`src/hw/rtl/rrab_pkg.sv`:
```
// Package for the rounded rectangle alpha blender.
// Holds widths, register indexes, color masks and the per-pixel pipeline record.
// Used by rounded_rect_alpha_blend.
`default_nettype none
package rrab_pkg;
	localparam int COORD_BITS = 12;
	localparam int HALF_BITS  = COORD_BITS - 1;
	localparam int SQ_W       = COORD_BITS + 1;          // root of dx*dx + dy*dy
	localparam int SUM_W      = 2 * COORD_BITS + 2;      // remainder width
	localparam int TRY_W      = SUM_W + 1;
	localparam int SQ_STEPS   = 4;                       // root bits per stage
	localparam int SQ_STAGES  = (SQ_W + SQ_STEPS - 1) / SQ_STEPS;
	localparam int SHAPE_W    = SQ_W + 2;
	localparam int CFG_IDX_W  = 3;
	localparam int CFG_DATA_W = 32;
	localparam int IN_DATA_W  = ((2 * COORD_BITS + 32 + 7) / 8) * 8;

	localparam logic [31:0] RB_MASK  = 32'h00FF00FF;
	localparam logic [31:0] G_MASK   = 32'h0000FF00;
	localparam logic [31:0] ALPHA_FF = 32'hFF000000;
	localparam logic [7:0]  ALPHA_FULL = 8'hFF;

	typedef enum logic [CFG_IDX_W-1:0] {
		REG_RECT_WIDTH  = 3'd0,
		REG_RECT_HEIGHT = 3'd1,
		REG_RADIUS      = 3'd2,
		REG_BORDER      = 3'd3,
		REG_FILL_COLOR  = 3'd4,
		REG_EDGE_COLOR  = 3'd5
	} reg_idx_t;

	typedef struct packed {
		logic                  in_range;
		logic                  sq_edge;
		logic                  both_pos;
		logic [COORD_BITS-1:0] dmax;
		logic [31:0]           dst;
	} pix_t;
endpackage
`default_nettype wire

```
`src/hw/rtl/rounded_rect_alpha_blend.sv`:
```
// Rounded rectangle shader with alpha blend over ARGB8888 destination pixels.
// Depends on rrab_pkg.
//
// Usage:
//   Slave channel s_*: one pixel item per handshake, offset and destination.
//   Master channel m_*: one result item per input item, in input order;
//   m_tuser is the write enable, m_tdata the blended pixel (0 when no write).
//   Configuration: cfg_we writes cfg_wdata into register cfg_addr at the
//   clock edge; write only while the pipeline is empty.
// Throughput is one item per cycle while m_tready is high. There are ten
// register stages, among them those of the corner square root, which resolves
// four root bits per stage over four stages, and those of the two registered
// multiplies (distance squares, lane blend).
// Each stage has its own valid bit and moves when the stage after it is free,
// so empty stages fill while m_tready is low and nothing is lost or repeated.
// Reset clears all valid bits and configuration registers to zero.
`default_nettype none
module rounded_rect_alpha_blend (
	input  wire logic                          clk,
	input  wire logic                          arst_n,
	input  wire logic                          cfg_we,
	input  wire logic [rrab_pkg::CFG_IDX_W-1:0]  cfg_addr,
	input  wire logic [rrab_pkg::CFG_DATA_W-1:0] cfg_wdata,
	input  wire logic                          s_tvalid,
	output logic                               s_tready,
	// offset_x, offset_y, dest_pixel from bit 0 up, zero padded
	input  wire logic [rrab_pkg::IN_DATA_W-1:0]  s_tdata,
	output logic                               m_tvalid,
	input  wire logic                          m_tready,
	// new_pixel
	output logic [31:0]                        m_tdata,
	// write_enable
	output logic                               m_tuser
);
	import rrab_pkg::*;

	localparam int NST = 10;
	localparam int SQ0 = 4;   // first square root stage

	logic [COORD_BITS-1:0] rect_width_q, rect_height_q;
	logic [HALF_BITS-1:0]  radius_q, border_q;
	logic [31:0]           fill_q, edge_q;

	always_ff @(posedge clk or negedge arst_n) begin
		if (!arst_n) begin
			rect_width_q  <= '0;
			rect_height_q <= '0;
			radius_q      <= '0;
			border_q      <= '0;
			fill_q        <= '0;
			edge_q        <= '0;
		end else if (cfg_we) begin
			unique case (cfg_addr)
				REG_RECT_WIDTH:  rect_width_q  <= cfg_wdata[COORD_BITS-1:0];
				REG_RECT_HEIGHT: rect_height_q <= cfg_wdata[COORD_BITS-1:0];
				REG_RADIUS:      radius_q      <= cfg_wdata[HALF_BITS-1:0];
				REG_BORDER:      border_q      <= cfg_wdata[HALF_BITS-1:0];
				REG_FILL_COLOR:  fill_q        <= cfg_wdata[31:0];
				REG_EDGE_COLOR:  edge_q        <= cfg_wdata[31:0];
				default: ;
			endcase
		end
	end

	// stage valid bits and advance chain
	logic [NST:1]   vld_s;
	logic [NST+1:1] adv;

	always_comb begin
		adv[NST+1] = m_tready;
		for (int k = NST; k >= 1; k--) adv[k] = !vld_s[k] || adv[k+1];
	end

	always_ff @(posedge clk or negedge arst_n) begin
		if (!arst_n) begin
			vld_s <= '0;
		end else begin
			if (adv[1]) vld_s[1] <= s_tvalid;
			for (int k = 2; k <= NST; k++) if (adv[k]) vld_s[k] <= vld_s[k-1];
		end
	end

	assign s_tready = adv[1];

	// ---------------- stage 1: axis distances, square-mode border
	logic [COORD_BITS-1:0] cx, cy, dx_c, dy_c, mx, my, mm;
	logic [COORD_BITS:0]   cxr, cyr;
	logic [COORD_BITS-1:0] dx_s1, dy_s1;
	pix_t                  pix_c, pix_s1;

	assign cx  = s_tdata[COORD_BITS-1:0];
	assign cy  = s_tdata[2*COORD_BITS-1:COORD_BITS];
	assign cxr = {1'b0, cx} + (COORD_BITS+1)'(radius_q);
	assign cyr = {1'b0, cy} + (COORD_BITS+1)'(radius_q);

	always_comb begin
		if (cx < COORD_BITS'(radius_q))
			dx_c = COORD_BITS'({COORD_BITS'(radius_q) - cx, 1'b0} - 1'b1);
		else if (cxr >= {1'b0, rect_width_q})
			dx_c = COORD_BITS'({cxr - {1'b0, rect_width_q}, 1'b1});
		else
			dx_c = '0;
		if (cy < COORD_BITS'(radius_q))
			dy_c = COORD_BITS'({COORD_BITS'(radius_q) - cy, 1'b0} - 1'b1);
		else if (cyr >= {1'b0, rect_height_q})
			dy_c = COORD_BITS'({cyr - {1'b0, rect_height_q}, 1'b1});
		else
			dy_c = '0;
		mx = rect_width_q - 1'b1 - cx;
		if (cx < mx) mx = cx;
		my = rect_height_q - 1'b1 - cy;
		if (cy < my) my = cy;
		mm = (mx < my) ? mx : my;
		pix_c.in_range = (cx < rect_width_q) && (cy < rect_height_q);
		pix_c.sq_edge  = mm < COORD_BITS'(border_q);
		pix_c.both_pos = (dx_c != '0) && (dy_c != '0);
		pix_c.dmax     = (dx_c > dy_c) ? dx_c : dy_c;
		pix_c.dst      = s_tdata[2*COORD_BITS+31:2*COORD_BITS];
	end

	always_ff @(posedge clk) begin
		if (adv[1]) begin
			dx_s1  <= dx_c;
			dy_s1  <= dy_c;
			pix_s1 <= pix_c;
		end
	end

	// ---------------- stage 2: squares
	logic [2*COORD_BITS-1:0] dx2_s2, dy2_s2;
	pix_t                    pix_s2;

	always_ff @(posedge clk) begin
		if (adv[2]) begin
			dx2_s2 <= dx_s1 * dx_s1;
			dy2_s2 <= dy_s1 * dy_s1;
			pix_s2 <= pix_s1;
		end
	end

	// ---------------- stage 3: sum of squares
	logic [SUM_W-1:0] sum_s3;
	pix_t             pix_s3;

	always_ff @(posedge clk) begin
		if (adv[3]) begin
			sum_s3 <= SUM_W'(dx2_s2) + SUM_W'(dy2_s2);
			pix_s3 <= pix_s2;
		end
	end

	// ---------------- stages 4..7: floor square root, four bits per stage
	logic [SUM_W-1:0] rem_sq_s  [SQ_STAGES+1];
	logic [SQ_W-1:0]  root_sq_s [SQ_STAGES+1];
	pix_t             pix_sq_s  [SQ_STAGES+1];

	assign rem_sq_s[0]  = sum_s3;
	assign root_sq_s[0] = '0;
	assign pix_sq_s[0]  = pix_s3;

	for (genvar j = 0; j < SQ_STAGES; j++) begin : g_sqrt
		logic [SUM_W-1:0] rem_c;
		logic [SQ_W-1:0]  root_c;

		always_comb begin
			logic [TRY_W-1:0] t;
			int               b;
			rem_c  = rem_sq_s[j];
			root_c = root_sq_s[j];
			for (int i = 0; i < SQ_STEPS; i++) begin
				b = SQ_W - 1 - (j * SQ_STEPS + i);
				if (b >= 0) begin
					t = (TRY_W'(root_c) << (b + 1)) + (TRY_W'(1) << (2 * b));
					if ({1'b0, rem_c} >= t) begin
						rem_c  = rem_c - SUM_W'(t);
						root_c = root_c | (SQ_W'(1) << b);
					end
				end
			end
		end

		always_ff @(posedge clk) begin
			if (adv[SQ0+j]) begin
				rem_sq_s[j+1]  <= rem_c;
				root_sq_s[j+1] <= root_c;
				pix_sq_s[j+1]  <= pix_sq_s[j];
			end
		end
	end

	// ---------------- stage 8: shape, color and coverage
	logic signed [SHAPE_W-1:0] shape, edge_lim;
	logic [SQ_W-1:0]           dist_c;
	logic                      rnd, r_edge, use_edge, we_c;
	logic [7:0]                a_c, a_base;
	logic [31:0]               color_c;
	pix_t                      pq;

	logic        we_s8;
	logic [7:0]  a_s8;
	logic [31:0] color_s8, dst_s8;

	always_comb begin
		pq       = pix_sq_s[SQ_STAGES];
		rnd      = radius_q != '0;
		dist_c   = pq.both_pos ? root_sq_s[SQ_STAGES] : SQ_W'(pq.dmax);
		shape    = $signed({2'b00, dist_c}) - $signed(SHAPE_W'({radius_q, 1'b0}));
		edge_lim = shape + $signed(SHAPE_W'({border_q, 1'b1}));
		r_edge   = (border_q != '0) && (edge_lim >= 0);
		use_edge = rnd ? r_edge : pq.sq_edge;
		color_c  = use_edge ? edge_q : fill_q;
		a_base   = color_c[31:24];
		a_c      = a_base;
		if (rnd) begin
			if (shape == -1)
				a_c = 8'(({2'b00, a_base} + {1'b0, a_base, 1'b0}) >> 2);
			else if (shape == 0)
				a_c = a_base >> 1;
			else if (shape == 1)
				a_c = a_base >> 2;
		end
		we_c = pq.in_range && !(rnd && (shape >= 2));
	end

	always_ff @(posedge clk) begin
		if (adv[8]) begin
			we_s8    <= we_c;
			a_s8     <= a_c;
			color_s8 <= color_c;
			dst_s8   <= pq.dst;
		end
	end

	// ---------------- stage 9: lane multiplies
	logic        we_s9, full_s9;
	logic [31:0] prb_s9, pg_s9, drb_s9, dg_s9, tcol_s9;

	always_ff @(posedge clk) begin
		if (adv[9]) begin
			we_s9   <= we_s8 && (a_s8 != '0);
			full_s9 <= a_s8 == ALPHA_FULL;
			prb_s9  <= 32'(((color_s8 & RB_MASK) - (dst_s8 & RB_MASK)) * 32'(a_s8));
			pg_s9   <= 32'(((color_s8 & G_MASK) - (dst_s8 & G_MASK)) * 32'(a_s8));
			drb_s9  <= dst_s8 & RB_MASK;
			dg_s9   <= dst_s8 & G_MASK;
			tcol_s9 <= color_s8 & (RB_MASK | G_MASK);
		end
	end

	// ---------------- stage 10: lane add, output register
	logic [31:0] rb_c, g_c, px_c;
	logic        we_s10;
	logic [31:0] px_s10;

	always_comb begin
		rb_c = (prb_s9 >> 8) + drb_s9;
		g_c  = (pg_s9 >> 8) + dg_s9;
		px_c = full_s9 ? (ALPHA_FF | tcol_s9)
			: (ALPHA_FF | (rb_c & RB_MASK) | (g_c & G_MASK));
	end

	always_ff @(posedge clk) begin
		if (adv[10]) begin
			we_s10 <= we_s9;
			px_s10 <= we_s9 ? px_c : '0;
		end
	end

	assign m_tvalid = vld_s[NST];
	assign m_tuser  = we_s10;
	assign m_tdata  = px_s10;
endmodule
`default_nettype wire

```
`config.mk`:
```
export PLATFORM = sky130hd
export DESIGN_NAME = rounded_rect_alpha_blend
export DESIGN_NICKNAME = d
export VERILOG_FILES = /design/src/hw/rtl/rrab_pkg.sv /design/src/hw/rtl/rounded_rect_alpha_blend.sv
export SDC_FILE = /design/constraint.sdc
export NUM_CORES = 2
export LEC_CHECK = 0
export BUFFER_PORTS_ARGS = -buffer_cell sky130_fd_sc_hd__buf_2
export CAP_MARGIN = 25
export CORE_AREA = 2 2 364 276
export CTS_CLUSTER_SIZE = 28
export DETAILED_ROUTE_END_ITERATION = 10
export DIE_AREA = 0 0 366 278
export PLACE_DENSITY = 0.74
export SLEW_MARGIN = 0
export SYNTH_ARGS = -nofsm -noshare
export SYNTH_HDL_FRONTEND = slang
export SYNTH_SLANG_ARGS = --single-unit
```
`constraint.sdc`:
```
create_clock -name clk -period 13.21 [get_ports clk]
set_input_delay 0.6605 -clock clk [delete_from_list [all_inputs] [get_ports clk]]
set_output_delay 0.6605 -clock clk [all_outputs]
set_load 0.05 [all_outputs]
```
---- Word level (Yosys, flattened, before mapping) ----
Cells that the tools add are included.
storage, ports and cells
  ROM bits ................................ 0
  logic and storage cells ................. 240
  bits in registers ....................... 817
  latch bits .............................. 0
  memories kept ........................... 0
  output and inout port bits .............. 35
  bits in writable memories ............... 0
operators by class
  multipliers ............................. 4
  $lt $le $gt $ge ......................... 26
  bitwise operators ....................... 1
  div/mod/pow operators ................... 0
  $add $sub $neg .......................... 44
  muxes and demuxes ....................... 37
  reductions and logical operators ........ 40
  equal/unequal tests ..................... 8
  shifts and indexed selects .............. 0
operator list
  cell                    number
  $mux 26                 12
  $mux 12                 9
  $mux 32                 2
  $lt 12x12->1            5
  $mul 12x12->24          2
  $sub 12x1->12 const B   4
  $sub 11x11->11          4
  $mux 8                  5
  $lt 12x11->1            3
  $logic_not 32->1        1
  $mul 25x9->32           1
  $or 32x16->32           1
  $add 12x11->13          2
  $add 25x23->26 const B  1
  $ge 13x12->1            2
  $ge 26x15->1            1
  $ge 26x16->1            1
  $ge 26x17->1            1
  $ge 26x18->1            1
  $ge 26x19->1            1
  $ge 26x20->1            1
  $ge 26x21->1            1
  $ge 26x22->1            1
  $ge 26x23->1            1
  other kinds (62)        97

---- Logic depth before layout (Yosys ltp) ----
  depth after elaboration ................. 12
  gate-level depth with buffers ........... 49

---- Least setup slack after synthesis ----
Ideal clock, no wire load.
  path kind ............................... register to register
  start point ............................. reg root_sq_s[32] (netlist bit)
  end point ............................... reg rem_sq_s[37] (netlist bit), data pin
  setup slack ............................. 3736 ps
  cell stages (with the launch flop) ...... 43
  arrival time ............................ 9218 ps
  cell sequence ........................... edfxtp_1 inv_1 ha_1 and4_1 a41oi_1 and3_1 nand3_2 inv_2 clkbuf_1 o21ai_0 ha_1 nand2_1 nor3_1 and4b_1 nand4_1 o41ai_1 and3b_1 nand2_1 [7 not listed] nand2_1 nand2_1 a221oi_1 o41ai_2 nor4_2 nand2_1 inv_2 buf_1 o21ai_0 ha_1 a21o_1 a21o_1 a21oi_1 a21bo_2 nor3_1 nand2_2 buf_2 a31o_2
on the way
  cells in the longest elaborated chain, start to end .. 12
  elaborated cells between the ends (all ways) .. 19
  classes of those cells .................. add/sub: 8; order compare: 4; mux: 7
RTL lines
  item                                                   RTL line                                                          source
  start, declared                                        rounded_rect_alpha_blend.sv:154                                   logic [SQ_W-1:0] root_sq_s [SQ_STAGES+1];
  start signal, assigned by index                        rounded_rect_alpha_blend.sv:185                                   root_sq_s[j+1] <= root_c;
  $add 18x9->19                                          rounded_rect_alpha_blend.sv:173                                   t = (TRY_W'(root_c) << (b + 1)) + (TRY_W'(1) << (2 * b));
  $ge 26x19->1                                           rounded_rect_alpha_blend.sv:174                                   if ({1'b0, rem_c} >= t) begin
  $mux 5                                                 rounded_rect_alpha_blend.sv:174
  $add 17x7->18                                          rounded_rect_alpha_blend.sv:173
  $ge 26x18->1                                           rounded_rect_alpha_blend.sv:174
  $mux 4                                                 rounded_rect_alpha_blend.sv:174
  $add 16x5->17                                          rounded_rect_alpha_blend.sv:173
  $ge 26x17->1                                           rounded_rect_alpha_blend.sv:174
  $mux 3                                                 rounded_rect_alpha_blend.sv:174
  $add 15x3->16 (*)                                      rounded_rect_alpha_blend.sv:173
  net g_sqrt[2].$4.t[5]                                  rounded_rect_alpha_blend.sv:166                                   logic [TRY_W-1:0] t;
  $sub 26x16->26 / $ge 26x16->1 (equally long branches)  rounded_rect_alpha_blend.sv:175, rounded_rect_alpha_blend.sv:174
  $mux 26 (*)                                            rounded_rect_alpha_blend.sv:174
  net g_sqrt[2].rem_c[11]                                rounded_rect_alpha_blend.sv:162                                   logic [SUM_W-1:0] rem_c;
  end signal, assigned by index                          rounded_rect_alpha_blend.sv:184                                   rem_sq_s[j+1] <= rem_c;
  end, declared                                          rounded_rect_alpha_blend.sv:153                                   logic [SUM_W-1:0] rem_sq_s [SQ_STAGES+1];
The timed path passes the listed nets; every way through them passes the cells marked *.
A chain may end at the register's enable or synchronous reset.

---- Final worst setup path ----
  start point ............................. reg rem_sq_s[56] (netlist bit)
  end point ............................... reg rem_sq_s[32] (netlist bit), data pin
on the way
  cells in the longest elaborated chain, start to end .. 11
  elaborated cells between the ends (all ways) .. 18
  classes of those cells .................. add/sub: 7; order compare: 4; mux: 7
RTL lines
  item                                                   RTL line
  $ge 26x19->1                                           rounded_rect_alpha_blend.sv:174
  $mux 5                                                 rounded_rect_alpha_blend.sv:174
  $add 17x7->18                                          rounded_rect_alpha_blend.sv:173
  $ge 26x18->1                                           rounded_rect_alpha_blend.sv:174
  $mux 4                                                 rounded_rect_alpha_blend.sv:174
  $add 16x5->17                                          rounded_rect_alpha_blend.sv:173
  $ge 26x17->1                                           rounded_rect_alpha_blend.sv:174
  $mux 3                                                 rounded_rect_alpha_blend.sv:174
  $add 15x3->16                                          rounded_rect_alpha_blend.sv:173
  $sub 26x16->26 / $ge 26x16->1 (equally long branches)  rounded_rect_alpha_blend.sv:175, rounded_rect_alpha_blend.sv:174
  $mux 26 (*)                                            rounded_rect_alpha_blend.sv:174
  net g_sqrt[2].rem_c[6]                                 rounded_rect_alpha_blend.sv:162
Marked as above.

==> summary by stage <==
Logic synthesis
The most numerous cell in the Yosys netlist is inv_1. The mapped cell area is 58,450 um^2. Summing the sequential cell areas from Yosys gives 38.43% of the chip area. After synthesis, the largest area contributor takes up 33.29% of total cell area. Synthesis inferred 768 register bits. The async set-reset flop share out of synthesis is 15.63%.

The leading register cell type out of synthesis is edfxtp_1. In this run, synthesis inferred 648 flip-flops with an integrated enable. Synthesis instantiated 102 different standard cells from the library.

The largest total area in the synthesized netlist belongs to edfxtp_1. The instance count of the mapped netlist is 5,430. The count of yosys warnings during synthesis is 0. The average instance in the mapped netlist occupies 10.76 um^2.

Ranked by instance count, the synthesized netlist is headed by inv_1 (764), edfxtp_1 (648), ha_1 (595). By area the synthesized netlist is led by edfxtp_1 (33%), fa_1 (13%), ha_1 (13%), dfrtp_1 (5.1%), inv_1 (4.9%). When the netlist entered floorplanning its net count stood at 6,497.

CTS
The number of buffers added to fix hold violations after cts is 0. The post-CTS repair timing setup buffer count is 0. CTS saw 768 sinks. TritonCTS created 81 clock buffers. The clock-pin slew on the worst setup and hold paths is 0.07 ns. The maximum clock insertion buffer count is 3. The number of H-tree levels is 3.

The later pin in the worst-skew pair is clocked with a latency of 0.67 ns. Gates resized during post-CTS repair numbered 0. The cell sitting at the root of the clock tree is a clkbuf_16. The clock tree from TritonCTS is done.

Worst setup path
By instance count, the cell type seen most on the critical path is ha_1. The worst stage delay on the critical path is 0.78 ns. The number of buffers and inverters on the critical path is 4. The kind of start point of the critical path is a flop. The critical path class is reg -> reg. At the worst endpoint, the arrival time is 12.27 ns. The slowest stage of the critical path belongs to the cell o41ai_2. The highest net fanout along the worst path is 27.

The family with the most delay on the worst path is simple AND/OR/NAND/NOR gates. The worst setup path is captured at a flop. The data required time of the worst path is 13.62 ns.

Min path
The type of the most critical hold path is in -> async.

Placement
Buffers placed on the I/O ports in this run total 122. The half-perimeter wire length of the detailed placement result is 101.5 mm. The routability-driven placement congestion ratio is 0.8986.

Die
The overall die height is 278 um. The core area is 98,340 um^2. The initial standard-cell utilization of the core is 59.44%. The die covers 101,700 um^2. The horizontal die dimension is 366 um. The total number of placement rows is 100. During I/O placement, the number of pins put on the boundary was 131.

STA
The final-report setup violation count is 0. The worst-margin pin slew is 1.129 ns. Derived from the worst setup path, the maximum achievable clock frequency is 0.08434 GHz.

Setup total negative slack on the finished layout was measured at 0 ns. The final hold violation count is 0. For the final database, setup skew stands at 0.03219 ns. The final cycle utilization of the critical path is 89.76%. Setup repair after global routing left no endpoint under its margin. The max-slew violation count is 0. The worst relative slew slack is 24.06%.

The shortest clock period the worst path allows after layout is 11.86 ns.

Layout
After filler insertion, the fill cell instance count of the layout stands at 7,650. The final layout net count is 6,607. The share of post-route cells with drive strength above 1 is 9.094%. Relative to the synthesized area, the layout overhead comes to 8.489%. Cells fill 64.48% of the core in the end.

Route
The wire length after detailed routing is 133.9 mm. The routed wirelength normalized by instance count is 19.31 um. The number of iterations in the first detailed-routing pass is 6.

Summing over every cut layer, the via total after detailed routing is 39,250. The first routing iteration left 2,985 violations. The detailed-route vias per instance is 5.659. The remaining number of nets flagged by the antenna check after routing is 0. After detailed routing, the number of remaining DRC violations is 0.

Global route
The number of global-route vias before repair is 40,270. The initial antenna violation count is 4. Entering global routing, the biggest net connects 81 pins. The combined global-route utilization of all metal layers is 26.93%.

For this run the aggregate overflow at the end of global routing stands at 0. The first global-routing pass estimated 217.5 mm of wire.

Run
The number of maximum-capacitance constraint violations is 0.

Run status
The run finished with clean final reports.
-- logic make-up (layout without fill, tap and decap cells) --
logic type,after synthesis,count (layout),share of synthesized area [%]
and+or+nand+nor,1362,1362,11.85
adders and majority gates,971,971,25.61
AOI/OAI and AO/OA,929,929,10.06
buffers and inverters,905,1083,5.901
DFF,768,768,38.43
xor gates and xnor gates,317,317,4.763
muxes,178,178,3.386
other,0,3,0
-- per-stage QoR --
step                      setup slack (ns)  instance area (um^2)  hold slack [ns]  instances
after floorplan                      3.736                 58450           0.3649       5430
after global placement               1.715                 60550           0.4003       6778
after detailed placement             1.616                 60570           0.4045       6780
after CTS                            1.508                 63350          0.08637       6931
after global routing                0.3973                 63410           0.1262       6934
final                                1.353                 63410          0.07216       6937
-- per-layer routing --
metal	global-route usage [%]	share of wire, %	up-vias
li1	-	-	18760
met5	0	0.0097	-
met3	4.117	6.6	184
met2	42.76	45	1153
met1	39.21	46	19160
met4	6.247	2.2	2
-- layout make-up --
type | instances | area (um^2) | area share, %
multi-input combinational | 3757 | 32650 | 51.48
sequential | 768 | 22460 | 35.42
inverter | 769 | 2894 | 4.564
clock buffer | 100 | 2191 | 3.455
tap | 1326 | 1659 | 2.616
timing repair buffer | 163 | 955.9 | 1.507
clock inverter | 51 | 596.8 | 0.9411
antenna | 3 | 7.507 | 0.01184
-- final timing paths --
path	startpoint	cells after the start	slack [ns]	to
worst max-delay path	rem_sq_s[56]	38	1.35	rem_sq_s[32]
worst min-delay path	arst_n	1	0.07	rect_width_q[0]
worst max register to register	rem_sq_s[56]	38	1.35	rem_sq_s[32]
worst min register to register	pix_s1[22]	0	0.40	pix_s2[22]
max in group asynchronous	arst_n	2	11.87	edge_q[6]
min in group clk	s_tdata[42]	1	0.16	pix_s1[18]
-- cell usage in the layout, fill, tap and decap left out, drive strengths merged, types with 10 or more instances in the layout --
master	Yosys	final
a211oi	19	19
a21boi	35	35
a21o	87	87
a21oi	264	264
a31oi	16	16
and2	265	265
and3	22	22
buf	16	163
bufinv	0	10
clkbuf	120	100
clkinv	1	20
clkinvlp	0	10
dfrtp	120	120
edfxtp	648	648
fa	376	376
ha	595	595
inv	768	780
mux2	149	149
mux2i	29	29
nand2	394	394
nand2b	49	49
nand3	54	54
nand3b	10	10
nand4	34	34
nor2	268	268
nor2b	69	69
nor3	75	75
nor4	25	25
o211ai	12	12
o21a	62	62
o21ai	238	238
o21bai	57	57
o22ai	14	14
o31ai	31	31
o41ai	10	10
or2	15	15
or3	28	28
or4	13	13
xnor2	215	215
xor2	102	102
-- state kept, by name (all words and copies together), names as in the netlist, 16 cells and up --
signal and count:
pix_s3 39, pix_s1 39, drb_s9 16, prb_s9 24, dy2_s2 23, color_s8 24
dst_s8 24, edge_q 32, root_sq_s 37, rem_sq_s 78, tcol_s9 24, sum_s3 25
pix_s2 39, pix_sq_s 156, dx2_s2 23, m_tdata 25, fill_q 32
-- worst register-to-register path, delay by kind of cell (launching register included) --
kind	cells	cell delay [ns]
muxes	2	0.80
and+or+nand+nor	20	5.31
DFF	1	0.51
adders and majority gates	4	1.32
buffers and inverters	4	0.93
AOI/OAI and AO/OA	8	2.75
Power is left out: the tool's default activity adds up to more than one toggle a clock period on the data nets, which glitch-free logic cannot reach.
